## src/rtl/core/cdq_pkg.sv

```systemverilog
// Shared types and constants for the circular deque core.
// No dependencies; imported by every module of the block.
`timescale 1ns / 1ps

package cdq_pkg;

    // Default number of entries held by the deque
    localparam int CDQ_DEPTH = 128;

    // Width of one data word
    localparam int CDQ_WORD_W = 32;

    // Word shown at both ends while the deque holds nothing
    localparam logic signed [CDQ_WORD_W-1:0] CDQ_EMPTY_WORD = '1;

    // Command codes carried on the input channel
    typedef enum logic [2:0] {
        CMD_PUSH_FRONT = 3'd0,
        CMD_PUSH_REAR  = 3'd1,
        CMD_POP_FRONT  = 3'd2,
        CMD_POP_REAR   = 3'd3,
        CMD_QUERY      = 3'd4
    } cmd_t;

    // What one data lane of a cell does in a cycle
    typedef enum logic [1:0] {
        LANE_HOLD,     // keep the word
        LANE_SHIFT_R,  // take the left neighbor's word
        LANE_SHIFT_L,  // take the right neighbor's word
        LANE_APPEND    // take the pushed word if this cell is the first free one
    } lane_op_t;

    // What the occupancy bit of a cell does in a cycle
    typedef enum logic [1:0] {
        VLD_HOLD,
        VLD_GROW,      // take the left neighbor's bit
        VLD_SHRINK     // take the right neighbor's bit
    } vld_op_t;

    // Broadcast control from the sequencer to every cell
    typedef struct packed {
        lane_op_t f_op;  // lane that keeps the front entry in cell 0
        lane_op_t r_op;  // lane that keeps the rear entry in cell 0
        vld_op_t  v_op;
    } cdq_ctrl_t;

endpackage

```

## src/rtl/core/cdq_ctrl.sv

```systemverilog
// Command decoder and result handshake for the deque chain.
// Depends on cdq_pkg for command codes and the cell control struct.
`timescale 1ns / 1ps

module cdq_ctrl
    import cdq_pkg::*;
(
    input  logic       aclk,
    input  logic       aresetn,
    input  logic       s_valid,
    output logic       s_ready,
    input  logic [2:0] s_cmd,
    output logic       m_valid,
    input  logic       m_ready,
    output logic       m_done_res,
    input  logic       is_empty,
    input  logic       is_full,
    output cdq_ctrl_t  ctrl
);

    logic m_valid_reg;
    logic m_valid_next;
    logic done_reg;
    logic done_next;
    logic accept;
    logic done_cmd;

    // Take a new transfer whenever the result slot is free or being drained
    assign s_ready = !m_valid_reg || m_ready;
    assign accept  = s_valid && s_ready;

    // Decode the command into per-lane operations
    always_comb begin
        done_cmd    = 1'b0;
        ctrl.f_op   = LANE_HOLD;
        ctrl.r_op   = LANE_HOLD;
        ctrl.v_op   = VLD_HOLD;
        case (cmd_t'(s_cmd))
            CMD_PUSH_FRONT: begin
                if (!is_full) begin
                    done_cmd  = 1'b1;
                    ctrl.f_op = LANE_SHIFT_R;
                    ctrl.r_op = LANE_APPEND;
                    ctrl.v_op = VLD_GROW;
                end
            end
            CMD_PUSH_REAR: begin
                if (!is_full) begin
                    done_cmd  = 1'b1;
                    ctrl.f_op = LANE_APPEND;
                    ctrl.r_op = LANE_SHIFT_R;
                    ctrl.v_op = VLD_GROW;
                end
            end
            CMD_POP_FRONT: begin
                if (!is_empty) begin
                    done_cmd  = 1'b1;
                    ctrl.f_op = LANE_SHIFT_L;
                    ctrl.v_op = VLD_SHRINK;
                end
            end
            CMD_POP_REAR: begin
                if (!is_empty) begin
                    done_cmd  = 1'b1;
                    ctrl.r_op = LANE_SHIFT_L;
                    ctrl.v_op = VLD_SHRINK;
                end
            end
            CMD_QUERY: begin
                done_cmd = 1'b1;
            end
            default: begin
                done_cmd = 1'b0;
            end
        endcase
        // Drop all activity outside an accepted transfer
        if (!accept) begin
            ctrl.f_op = LANE_HOLD;
            ctrl.r_op = LANE_HOLD;
            ctrl.v_op = VLD_HOLD;
        end
    end

    // Advance the result slot
    always_comb begin
        m_valid_next = m_valid_reg;
        done_next    = done_reg;
        if (accept) begin
            m_valid_next = 1'b1;
            done_next    = done_cmd;
        end else if (m_ready) begin
            m_valid_next = 1'b0;
        end
    end

    always_ff @(posedge aclk) begin
        if (!aresetn) begin
            m_valid_reg <= 1'b0;
        end else begin
            m_valid_reg <= m_valid_next;
        end
    end

    always_ff @(posedge aclk) begin
        done_reg <= done_next;
    end

    assign m_valid    = m_valid_reg;
    assign m_done_res = done_reg;

endmodule

```

## config.mk

```make
export PLATFORM = sky130hd
export DESIGN_NAME = cdq_ctrl
export DESIGN_NICKNAME = d
export VERILOG_FILES = /design/src/rtl/core/cdq_pkg.sv /design/src/rtl/core/cdq_ctrl.sv
export SDC_FILE = /design/constraint.sdc
export NUM_CORES = 1
export LEC_CHECK = 0
export BUFFER_PORTS_ARGS = -buffer_cell sky130_fd_sc_hd__buf_2
export CAP_MARGIN = 25
export CORE_AREA = 5 5 42 44
export CTS_BUF_LIST = sky130_fd_sc_hd__clkbuf_8
export DETAILED_ROUTE_END_ITERATION = 12
export DIE_AREA = 0 0 47 49
export GPL_TIMING_DRIVEN = 0
export SLEW_MARGIN = 25
export SYNTH_ARGS = -nofsm -noshare
export SYNTH_HDL_FRONTEND = slang
export SYNTH_SLANG_ARGS = --single-unit
```

## constraint.sdc

```tcl
create_clock -name aclk -period 2.6 [get_ports aclk]
set_input_delay 0.39 -clock aclk [delete_from_list [all_inputs] [get_ports aclk]]
set_output_delay 0.39 -clock aclk [all_outputs]
set_load 0.005 [all_outputs]
```

; Word-level counts from Yosys, hierarchy flattened
; Index checks and enable logic that the tools add are counted.
[totals]
ff_bits = 2
inputBits = 9
out_inout_bits = 9
elab_cells = 26
[op_classes]
n_eq_ne = 4
n_mux = 13
n_reduce_logical = 7
[op_table]
columns = cell, count
row1 = 6-bit 2-to-1 mux, 2
row2 = 2-bit one-hot mux with 3 select lines, 2
row3 = 2-bit one-hot mux with 4 select lines, 1
row4 = 3-bit by 2-bit == test with 1-bit output (second input constant), 2
row5 = 5-bit 2-to-1 mux, 1
row6 = 1-bit 2-to-1 mux, 4
row7 = 4-bit 2-to-1 mux, 1
row8 = 2-bit OR reduction, 2
row9 = 3-bit by 1-bit == test with 1-bit output (second input constant), 1
row10 = 3-bit == test (second input constant), 1
row11 = 3-bit logical NOT, 1
row12 = 1-bit one-hot mux with 3 select lines, 1
row13 = 2-bit 2-to-1 mux, 1
row14 = 2-bit nonzero test, 1
row15 = 1-bit logical AND, 1
row16 = 1-bit logical NOT, 1
row17 = 1-bit logical OR, 1

; Logic depth before layout (Yosys ltp)
[depth]
word_depth = 4
mapped_depth = 3
depth_no_buf = 2

; Worst setup path after synthesis
; No wires, ideal clock.
[synth_path]
path_kind = input to output
startpoint = input port s_cmd[1]
endpoint = output port ctrl[5] (netlist bit)
t_arrival_ns = 1.180
path_slack_ns = 1.030
cell_stages = 2
n_path_buf = 0
path_cell_list = or3b_2 > a2111oi_2
[synth_lines]
columns = item, line
row1 = start: declaration, cdq_ctrl.sv:12  ; input logic [2:0] s_cmd,
row2 = end: declaration, cdq_ctrl.sv:18  ; output cdq_ctrl_t ctrl

==> results.sh <==
export IMPL_vias_per_cell=4.31
export IMPL_gp_routability_congestion=0.598
export IMPL_synth_edf_count=1
export IMPL_crit_type="input port to output pin"
export IMPL_postSynth_asyncResetShare_pct=0
export IMPL_ys_seq_elements=2
export IMPL_synth_most_common_cell="nor4b_1"
export IMPL_fin_crit_sh_pct=70.7
export IMPL_yosysTopAreaCellShare_pct=14.6
export IMPL_grt_pass1_vias=242
export IMPL_clk_pin_slew_ps=30
export IMPL_synth_cell_types=17
export IMPL_avgSynthCellArea_um2=8.92
export IMPL_routedWlPerCell_um=10.8
export IMPL_ir_worst_vdd_v=0.000330
export IMPL_start_util_pct=14.6
export IMPL_cts_sinks=2
export IMPL_p_per_area_mw_per_mm2=553
export IMPL_ctsHoldBuffers=0
export IMPL_final_antenna_net_count=0
export IMPL_totalWireLength_um=637
export IMPL_grt_pass1_wl_um=1030
export IMPL_postPlaceCellArea_um2=305
export IMPL_finalSetupTns_ps=0
export IMPL_rows=14
export IMPL_synthToLayoutAreaGrowth_pct=70.7
export IMPL_core_area_mm2=0.00140
export IMPL_finalInstanceArea_um2=350
export IMPL_worst_slew_pin_slew_ps=410
export IMPL_fp_dieW_um=47
export IMPL_drc=0
export IMPL_drv_cap=0
export IMPL_die_area_mm2=0.00230
export IMPL_reg2reg_from="m_valid"
export IMPL_seq_area_frac_synth_pct=24.4
export IMPL_setup_violations=0
export IMPL_cp_required_ps=2210
export IMPL_first_iter_violations=2
export IMPL_crit_arrival_ps=1450
export IMPL_min_period_ps=1840
export IMPL_synth_flop_cell="edfxtp_1"
export IMPL_grt_usage_pct=6.54
export IMPL_place_inst=55
export IMPL_nets=53
export IMPL_cts_resized=0
export IMPL_synthTopCellsByArea="a2111oi_2, edfxtp_1, nor4b_1"
export IMPL_die_y_um=49
export IMPL_reg2reg_slack_ps=1490
export IMPL_utilization_pct=25.0
export IMPL_crit_fanout=7
export IMPL_rsz0062_at_grt="no"
export IMPL_fin_cells=59
export IMPL_relSlewSlack_pct=72.6
export IMPL_fmax_mhz=544
export IMPL_hold_path_class="input port to flop"
export IMPL_clockBufferDepth=2
export IMPL_grt_max_degree=10
export IMPL_crit_start="s_cmd[1]"
export IMPL_cts_inserted_buffers=3
export IMPL_rr_endpoint="m_done_res"
export IMPL_cts_root_buf="clkbuf_8"
export IMPL_skew_ps=8.48
export IMPL_post_cts_buffers=0
export IMPL_rr_worst_depth=3
export IMPL_synth_net_count=32
export IMPL_status="complete, no violations"
export IMPL_netlist_instances=23
export IMPL_hold_violations=0
export IMPL_drive_above_1_share_pct=53.5
export IMPL_endpoint="ctrl[5]"
export IMPL_end_kind="output pin"
export IMPL_cp_start_kind="input port"
export IMPL_drv_slew=0
export IMPL_cts_tree="yes"
export IMPL_io_pins=18
export IMPL_dr_pass1_iters=2
export IMPL_hold_depth=2
export IMPL_holdWs_ps=388
export IMPL_grt_antenna_before_repair=0
export IMPL_synth_top_cell_by_area="a2111oi_2"
export IMPL_cts_htree_levels=1
export IMPL_routed_via_count=254
export IMPL_netlist_top_cells_count="nor4b_1, a2111oi_2, clkbuf_1, inv_1, nor2_1"
export IMPL_diodes=0
export IMPL_clkLatencyLatePin_ps=210
export IMPL_p_leak_uw=0.000157
export IMPL_io_buffers=16
export IMPL_syn_area_um2=205
export IMPL_synth_warnings=0
export IMPL_gr_total_overflow=0
-- cell families (layout without fill, tap and decap cells) --
logic type	Yosys count	count (layout)	share of synthesized area [%]
mux	1	1	5.49
compound gates	4	4	21.3
buf+inv	4	24	7.32
flops	2	2	24.4
simple gates	12	12	41.5
-- critical path: stages --
cell and delay, ps:
buf_2 130, or3b_2 470, a2111oi_2 290, buf_2 160
-- per-layer routing --
layer,GRT usage [%],routed length [µm]
met2,9.50,304
met3,8.12,116
met5,0,0
met1,5.03,215
met4,2.76,0
-- area by class of cell --
cell class              count  area, µm²
fillers                   175       1050
multi-input cells          17        140
repair buffers             16       80.1
flip-flops and latches      2       50.0
clock buffers               3       41.3
well taps                  16       20.0
plain buffers               2       7.51
inverters                   2       7.51
clock inverters             1       3.75
-- per-stage QoR --
| stage | setup slack [ps] | power, µW |
|---|---|---|
| 2_1_floorplan | 1030 | 54.1 |
| 3_3_place_gp | 764 | 68.2 |
| 3_5_place_dp | 750 | 68.5 |
| 4_1_cts | 751 | 199 |
| 5_1_grt | 705 | 207 |
| 6_report | 762 | 194 |
-- how the worst min path moves through the flow --
stage	slack (ps)	to	start
4_1_cts	390	m_valid	aresetn
5_1_grt	390	m_valid	aresetn
6_report	390	m_valid	aresetn
3_5_place_dp	600	m_valid	aresetn
2_1_floorplan	510	m_valid	aresetn
3_3_place_gp	600	m_valid	aresetn
-- power breakdown --
part | leakage (µW) | internal [µW] | total, µW | switching, µW
clock network | 0.0000269 | 100 | 126 | 25.6
logic | 0.000111 | 15.5 | 31.5 | 16.0
registers | 0.0000183 | 36.0 | 36.6 | 0.599
-- placed cells by master, fill, tap and decap left out, types with 2 or more instances in the layout --
master,count
a2111oi_2,2
buf_2,16
clkbuf_1,2
clkbuf_8,3
inv_1,3
nor2_1,2
nor4b_1,3
Note: power is estimated with default switching activity, not from simulation.
