`src/rtl/core/cdq_pkg.sv`:
```
// Shared types and constants for the circular deque core.
// No dependencies; imported by every module of the block.
`timescale 1ns / 1ps

package cdq_pkg;

    // Default number of entries held by the deque
    localparam int CDQ_DEPTH = 128;

    // Width of one data word
    localparam int CDQ_WORD_W = 32;

    // Word shown at both ends while the deque holds nothing
    localparam logic signed [CDQ_WORD_W-1:0] CDQ_EMPTY_WORD = '1;

    // Command codes carried on the input channel
    typedef enum logic [2:0] {
        CMD_PUSH_FRONT = 3'd0,
        CMD_PUSH_REAR  = 3'd1,
        CMD_POP_FRONT  = 3'd2,
        CMD_POP_REAR   = 3'd3,
        CMD_QUERY      = 3'd4
    } cmd_t;

    // What one data lane of a cell does in a cycle
    typedef enum logic [1:0] {
        LANE_HOLD,     // keep the word
        LANE_SHIFT_R,  // take the left neighbor's word
        LANE_SHIFT_L,  // take the right neighbor's word
        LANE_APPEND    // take the pushed word if this cell is the first free one
    } lane_op_t;

    // What the occupancy bit of a cell does in a cycle
    typedef enum logic [1:0] {
        VLD_HOLD,
        VLD_GROW,      // take the left neighbor's bit
        VLD_SHRINK     // take the right neighbor's bit
    } vld_op_t;

    // Broadcast control from the sequencer to every cell
    typedef struct packed {
        lane_op_t f_op;  // lane that keeps the front entry in cell 0
        lane_op_t r_op;  // lane that keeps the rear entry in cell 0
        vld_op_t  v_op;
    } cdq_ctrl_t;

endpackage

```
`src/rtl/core/cdq_cell.sv`:
```
// One storage cell of the deque chain: an occupancy bit and two data lanes.
// Depends on cdq_pkg for the control struct and lane operations.
`timescale 1ns / 1ps

module cdq_cell
    import cdq_pkg::*;
(
    input  logic                         aclk,
    input  logic                         aresetn,
    input  cdq_ctrl_t                    ctrl,
    input  logic signed [CDQ_WORD_W-1:0] push_value,
    input  logic                         left_valid,
    input  logic signed [CDQ_WORD_W-1:0] left_f,
    input  logic signed [CDQ_WORD_W-1:0] left_r,
    input  logic                         right_valid,
    input  logic signed [CDQ_WORD_W-1:0] right_f,
    input  logic signed [CDQ_WORD_W-1:0] right_r,
    output logic                         valid,
    output logic signed [CDQ_WORD_W-1:0] f_data,
    output logic signed [CDQ_WORD_W-1:0] r_data
);

    logic                         valid_reg;
    logic                         valid_next;
    logic signed [CDQ_WORD_W-1:0] f_reg;
    logic signed [CDQ_WORD_W-1:0] f_next;
    logic signed [CDQ_WORD_W-1:0] r_reg;
    logic signed [CDQ_WORD_W-1:0] r_next;
    logic                         end_slot;

    // First free cell: left neighbor occupied, this one not
    assign end_slot = left_valid && !valid_reg;

    // Occupancy moves with the chain
    always_comb begin
        case (ctrl.v_op)
            VLD_GROW:   valid_next = left_valid;
            VLD_SHRINK: valid_next = right_valid;
            default:    valid_next = valid_reg;
        endcase
    end

    // Front lane
    always_comb begin
        case (ctrl.f_op)
            LANE_SHIFT_R: f_next = left_f;
            LANE_SHIFT_L: f_next = right_f;
            LANE_APPEND:  f_next = end_slot ? push_value : f_reg;
            default:      f_next = f_reg;
        endcase
    end

    // Rear lane
    always_comb begin
        case (ctrl.r_op)
            LANE_SHIFT_R: r_next = left_r;
            LANE_SHIFT_L: r_next = right_r;
            LANE_APPEND:  r_next = end_slot ? push_value : r_reg;
            default:      r_next = r_reg;
        endcase
    end

    always_ff @(posedge aclk) begin
        if (!aresetn) begin
            valid_reg <= 1'b0;
        end else begin
            valid_reg <= valid_next;
        end
    end

    // Data words need no reset: an empty cell is never shown
    always_ff @(posedge aclk) begin
        f_reg <= f_next;
        r_reg <= r_next;
    end

    assign valid  = valid_reg;
    assign f_data = f_reg;
    assign r_data = r_reg;

endmodule

```
`config.mk`:
```
export PLATFORM = sky130hd
export DESIGN_NAME = cdq_cell
export DESIGN_NICKNAME = d
export VERILOG_FILES = /design/src/rtl/core/cdq_pkg.sv /design/src/rtl/core/cdq_cell.sv
export SDC_FILE = /design/constraint.sdc
export NUM_CORES = 1
export LEC_CHECK = 0
export BUFFER_PORTS_ARGS = -buffer_cell sky130_fd_sc_hd__buf_2
export CAP_MARGIN = 40
export CORE_MARGIN = 2
export CORE_UTILIZATION = 45
export CTS_CLUSTER_DIAMETER = 50
export DETAILED_ROUTE_END_ITERATION = 12
export PLACE_DENSITY_LB_ADDON = 0.15
export SYNTH_ARGS = -nofsm -noshare
export SYNTH_HDL_FRONTEND = slang
export SYNTH_SLANG_ARGS = --single-unit
```
`constraint.sdc`:
```
create_clock -name aclk -period 5.9 [get_ports aclk]
set_input_delay 0 -clock aclk [delete_from_list [all_inputs] [get_ports aclk]]
set_output_delay 0 -clock aclk [all_outputs]
set_load 0.05 [all_outputs]
```
Yosys cells after proc, flatten, opt, wreduce, memory -nomap -nowiden
Cells that the tools add are included.

Register bits: 65. Bits of input ports: 170. Logic and storage cells: 24.

Equality and inequality tests: 10. Muxes and demuxes: 4. Reductions and logical operators: 7.

Operator list (count): $pmux W32 S3 (2); $mux W32 (1); $eq A2 B2 Y1 const B (5); $eq A2 B1 Y1 const B (3); $reduce_bool A3 Y1 (2); $ne A2 B2 Y1 const B (2); $reduce_and A2 Y1 (2); $pmux W1 S2 (1); $reduce_bool A2 Y1 (1); $logic_and A1 B1 Y1 (1); $logic_not A1 Y1 (1).

Depth between registers and ports, before layout
Depth in word-level cells: 4. Mapped depth: 6. Mapped depth without buffers: 4.

Least setup slack after synthesis
OpenSTA, ideal clock, no wires.

Path kind: register -> register. Start: register valid_reg (netlist: valid). End: register f_reg[0] (netlist: f_data[0]), enable pin. Data arrival time: 2382 ps. Required time: 5465 ps. Slack: 3083 ps. Stages on the path, launching flop included: 3. Buffers on the path: 0. Period minus slack after synthesis: 2817 ps. Path through: dfxtp_1 > nand2b_1 > mux2i_1.

Cells in the longest elaborated chain, start to end: 4.

Ends and longest elaborated chain: from (decl) (line cdq_cell.sv:23) `logic valid_reg;`; from (signal assigned) (line cdq_cell.sv:67) `valid_reg <= valid_next;`; $logic_not A1 Y1 (line cdq_cell.sv:32) `assign end_slot = left_valid && !valid_reg;`; $logic_and A1 B1 Y1 (line cdq_cell.sv:32); $ne A2 B2 Y1 (no line); $reduce_and A2 Y1 (no line); to (signal assigned) (line cdq_cell.sv:73) `f_reg <= f_next;`; to (decl) (line cdq_cell.sv:25) `logic signed [CDQ_WORD_W-1:0] f_reg;`.

Every way passes these cells. A chain may end at the register's enable or synchronous reset.

Worst setup path after layout
Ends and elaborated chain as after synthesis.

==> impl_metrics.json <==
{
  "port-buffer-count": 234,
  "synthesis.area_sq_mm": 0.00338,
  "core_region_area_sq_mm": 0.00725,
  "cts_setup_buffers": 0,
  "synth_cells": 261,
  "worst_r2r_endpoint": "f_data[0]$_DFFE_PP_",
  "grt_pass1_vias": 3350,
  "utilization_pct": 72.4,
  "final_net_count": 715,
  "area_delta_synth_final_pct": 55.3,
  "min_path_type": "in -> reg",
  "placementRows": 31,
  "p_int_mw": 0.864,
  "wl_per_cell_microns": 16.9,
  "maxSlewViolCount": 0,
  "worst_slew_pin_slew_ns": 0.789,
  "hold_depth": 3,
  "period_share_pct": 28.9,
  "ant_nets": 0,
  "htreeDepth": 3,
  "vias": 3300,
  "cts-buffers-inserted": 9,
  "io-pin-count": 235,
  "hold_viol": 0,
  "synth.distinct_cells": 19,
  "grt.overflow.total": 0,
  "die_x_microns": 90.7,
  "clockBufferDepth": 2,
  "pwr-share-comb_pct": 32.9,
  "finalSetupTns_ns": 0,
  "dr.pass1.iters": 4,
  "mostFrequentLayoutCells": "buf_2, edfxtp_1, dlygate4sd3_1",
  "fin_skew_ns": 0.00803,
  "cts_hold_buf": 52,
  "first_iter_violations": 113,
  "setup_viol": 0,
  "n_antenna_cell": 0,
  "power_leakage_nw": 2.62,
  "grt_antenna_before_repair": 0,
  "grt_usage_pct": 25.7,
  "yosysSeqAreaShare_pct": 57.4,
  "syn_nets": 434,
  "cap_violations": 0,
  "timing.slew.headroom_pct": 47.3,
  "worstSetupPathType": "reg -> reg",
  "path_max_fanout": 17,
  "status": "finished, final reports clean",
  "final_common_cell": "buf_2",
  "die_height_microns": 90.7,
  "gp_congestion": 0.831,
  "layout-drive-gt1-share_pct": 47.0,
  "required_ns": 5.93,
  "yosys_warnings": 0,
  "grt_max_degree": 67,
  "p_sw_share_pct": 34.8,
  "ctsResizeCount": 0,
  "via_per_inst": 5.12,
  "reg2reg_setup_slack_ns": 4.20,
  "rsz0062_at_grt": "no",
  "endpoint_kind": "register",
  "crit_path_start": "valid$_SDFFE_PN0P_",
  "fmax_ghz": 0.587,
  "powerDensity_mw_per_mm2": 252,
  "cp.arrival_ns": 1.73,
  "reg2reg_depth": 3,
  "ys_ff_latch": 65,
  "p_switching_mw": 0.462,
  "synth.avg_cell_area_sq_um": 13.0,
  "wirelength_microns": 10900,
  "root_buffer": "clkbuf_8",
  "start_util_pct": 46.6,
  "seqPwrFrac_pct": 44.1,
  "r2r_start": "valid$_SDFFE_PN0P_",
  "path_clk_slew_ns": 0.07,
  "power.clock.fraction_pct": 22.9,
  "grt_pass1_wl_microns": 16500,
  "dieArea_sq_mm": 0.00822,
  "clock-sinks": 65,
  "startpoint_type": "register",
  "clock_latency_ns": 0.32,
  "dpl.hpwl_microns": 7480,
  "crit_path_end": "f_data[0]$_DFFE_PP_",
  "vdd_drop_max_mv": 0.129,
  "finalCriticalPeriod_ns": 1.70,
  "drcViolationCount": 0,
  "tritoncts": "yes"
}
worst max-delay path: stages, from the launching register on:
cell	delay (ns)
dfxtp_1	0.32
nand2b_1	0.23
mux2i_4	0.61
buf_16	0.24
synth_stat cells:
| cell | n | area share (%) |
|---|---|---|
| buf_8 | 3 | 1.3 |
| buf_2 | 4 | 0.59 |
| nor2_1 | 33 | 3.7 |
| mux2i_1 | 33 | 9.8 |
| buf_4 | 4 | 0.89 |
| dfxtp_1 | 1 | 0.59 |
| clkbuf_1 | 2 | 0.22 |
| nand2b_1 | 2 | 0.37 |
| a22o_1 | 32 | 8.3 |
| o211a_1 | 1 | 0.30 |
| ha_1 | 3 | 1.1 |
| inv_1 | 2 | 0.22 |
| and2_1 | 1 | 0.19 |
| mux2_2 | 1 | 0.33 |
| a21o_1 | 32 | 7.1 |
| nor2_4 | 1 | 0.33 |
| edfxtp_1 | 64 | 57 |
| a21oi_1 | 33 | 4.9 |
| buf_6 | 9 | 3.0 |
logic make-up after synthesis:
| family | Yosys count | synth area share [%] |
|---|---|---|
| fa+ha+maj | 3 | 1.11 |
| mux | 34 | 10.1 |
| compound gates | 98 | 20.6 |
| buf+inv | 24 | 6.25 |
| flops | 65 | 57.4 |
| simple gates | 37 | 4.55 |
worst min path at each step:
| stage | start | to |
|---|---|---|
| CTS | left_r[31] | r_data[31]$_DFFE_PP_ |
| finish | left_r[22] | r_data[22]$_DFFE_PP_ |
| global placement | aresetn | valid$_SDFFE_PN0P_ |
| floorplan | aresetn | valid$_SDFFE_PN0P_ |
| detailed placement | aresetn | valid$_SDFFE_PN0P_ |
| global route | left_r[22] | r_data[22]$_DFFE_PP_ |
routing by layer:
layer / track usage (%) / share of wire, %
met5: 0 / 0
met4: 11.2 / 2.4
met3: 6.09 / 8.3
met2: 46.3 / 53
met1: 28.8 / 36
stage by stage:
stage / hold slack [ns] / worst slack (ns) / std cells / power (mW) / cell area [sq um]
after detailed placement: 0.241 / 3.99 / 578 / 1.00 / 4580
after global routing: 0.0223 / 4.14 / 644 / 1.38 / 5250
final: 0.0162 / 4.20 / 644 / 1.33 / 5250
after floorplan: 0.133 / 3.08 / 261 / 0.873 / 3380
after CTS: 0.000342 / 4.19 / 644 / 1.33 / 5250
after global placement: 0.231 / 3.81 / 576 / 0.991 / 4530
power groups by stage:
stage / registers, mW / logic [mW] / clock network (mW)
2_1_floorplan: 0.768 / 0.105 / 0
3_3_place_gp: 0.596 / 0.396 / 0
3_5_place_dp: 0.595 / 0.409 / 0
4_1_cts: 0.585 / 0.436 / 0.312
5_1_grt: 0.589 / 0.461 / 0.327
6_report: 0.585 / 0.437 / 0.304
cell type report:
class                   instances  area (sq um)
inverters                       2          7.51
repair buffers                292          1780
well taps                      99           124
clock buffers                   9           124
multi-input cells             172          1250
fillers                       552          2000
clock inverters                 5          25.0
flip-flops and latches         65          1940
(Power assumes the default switching activity.)
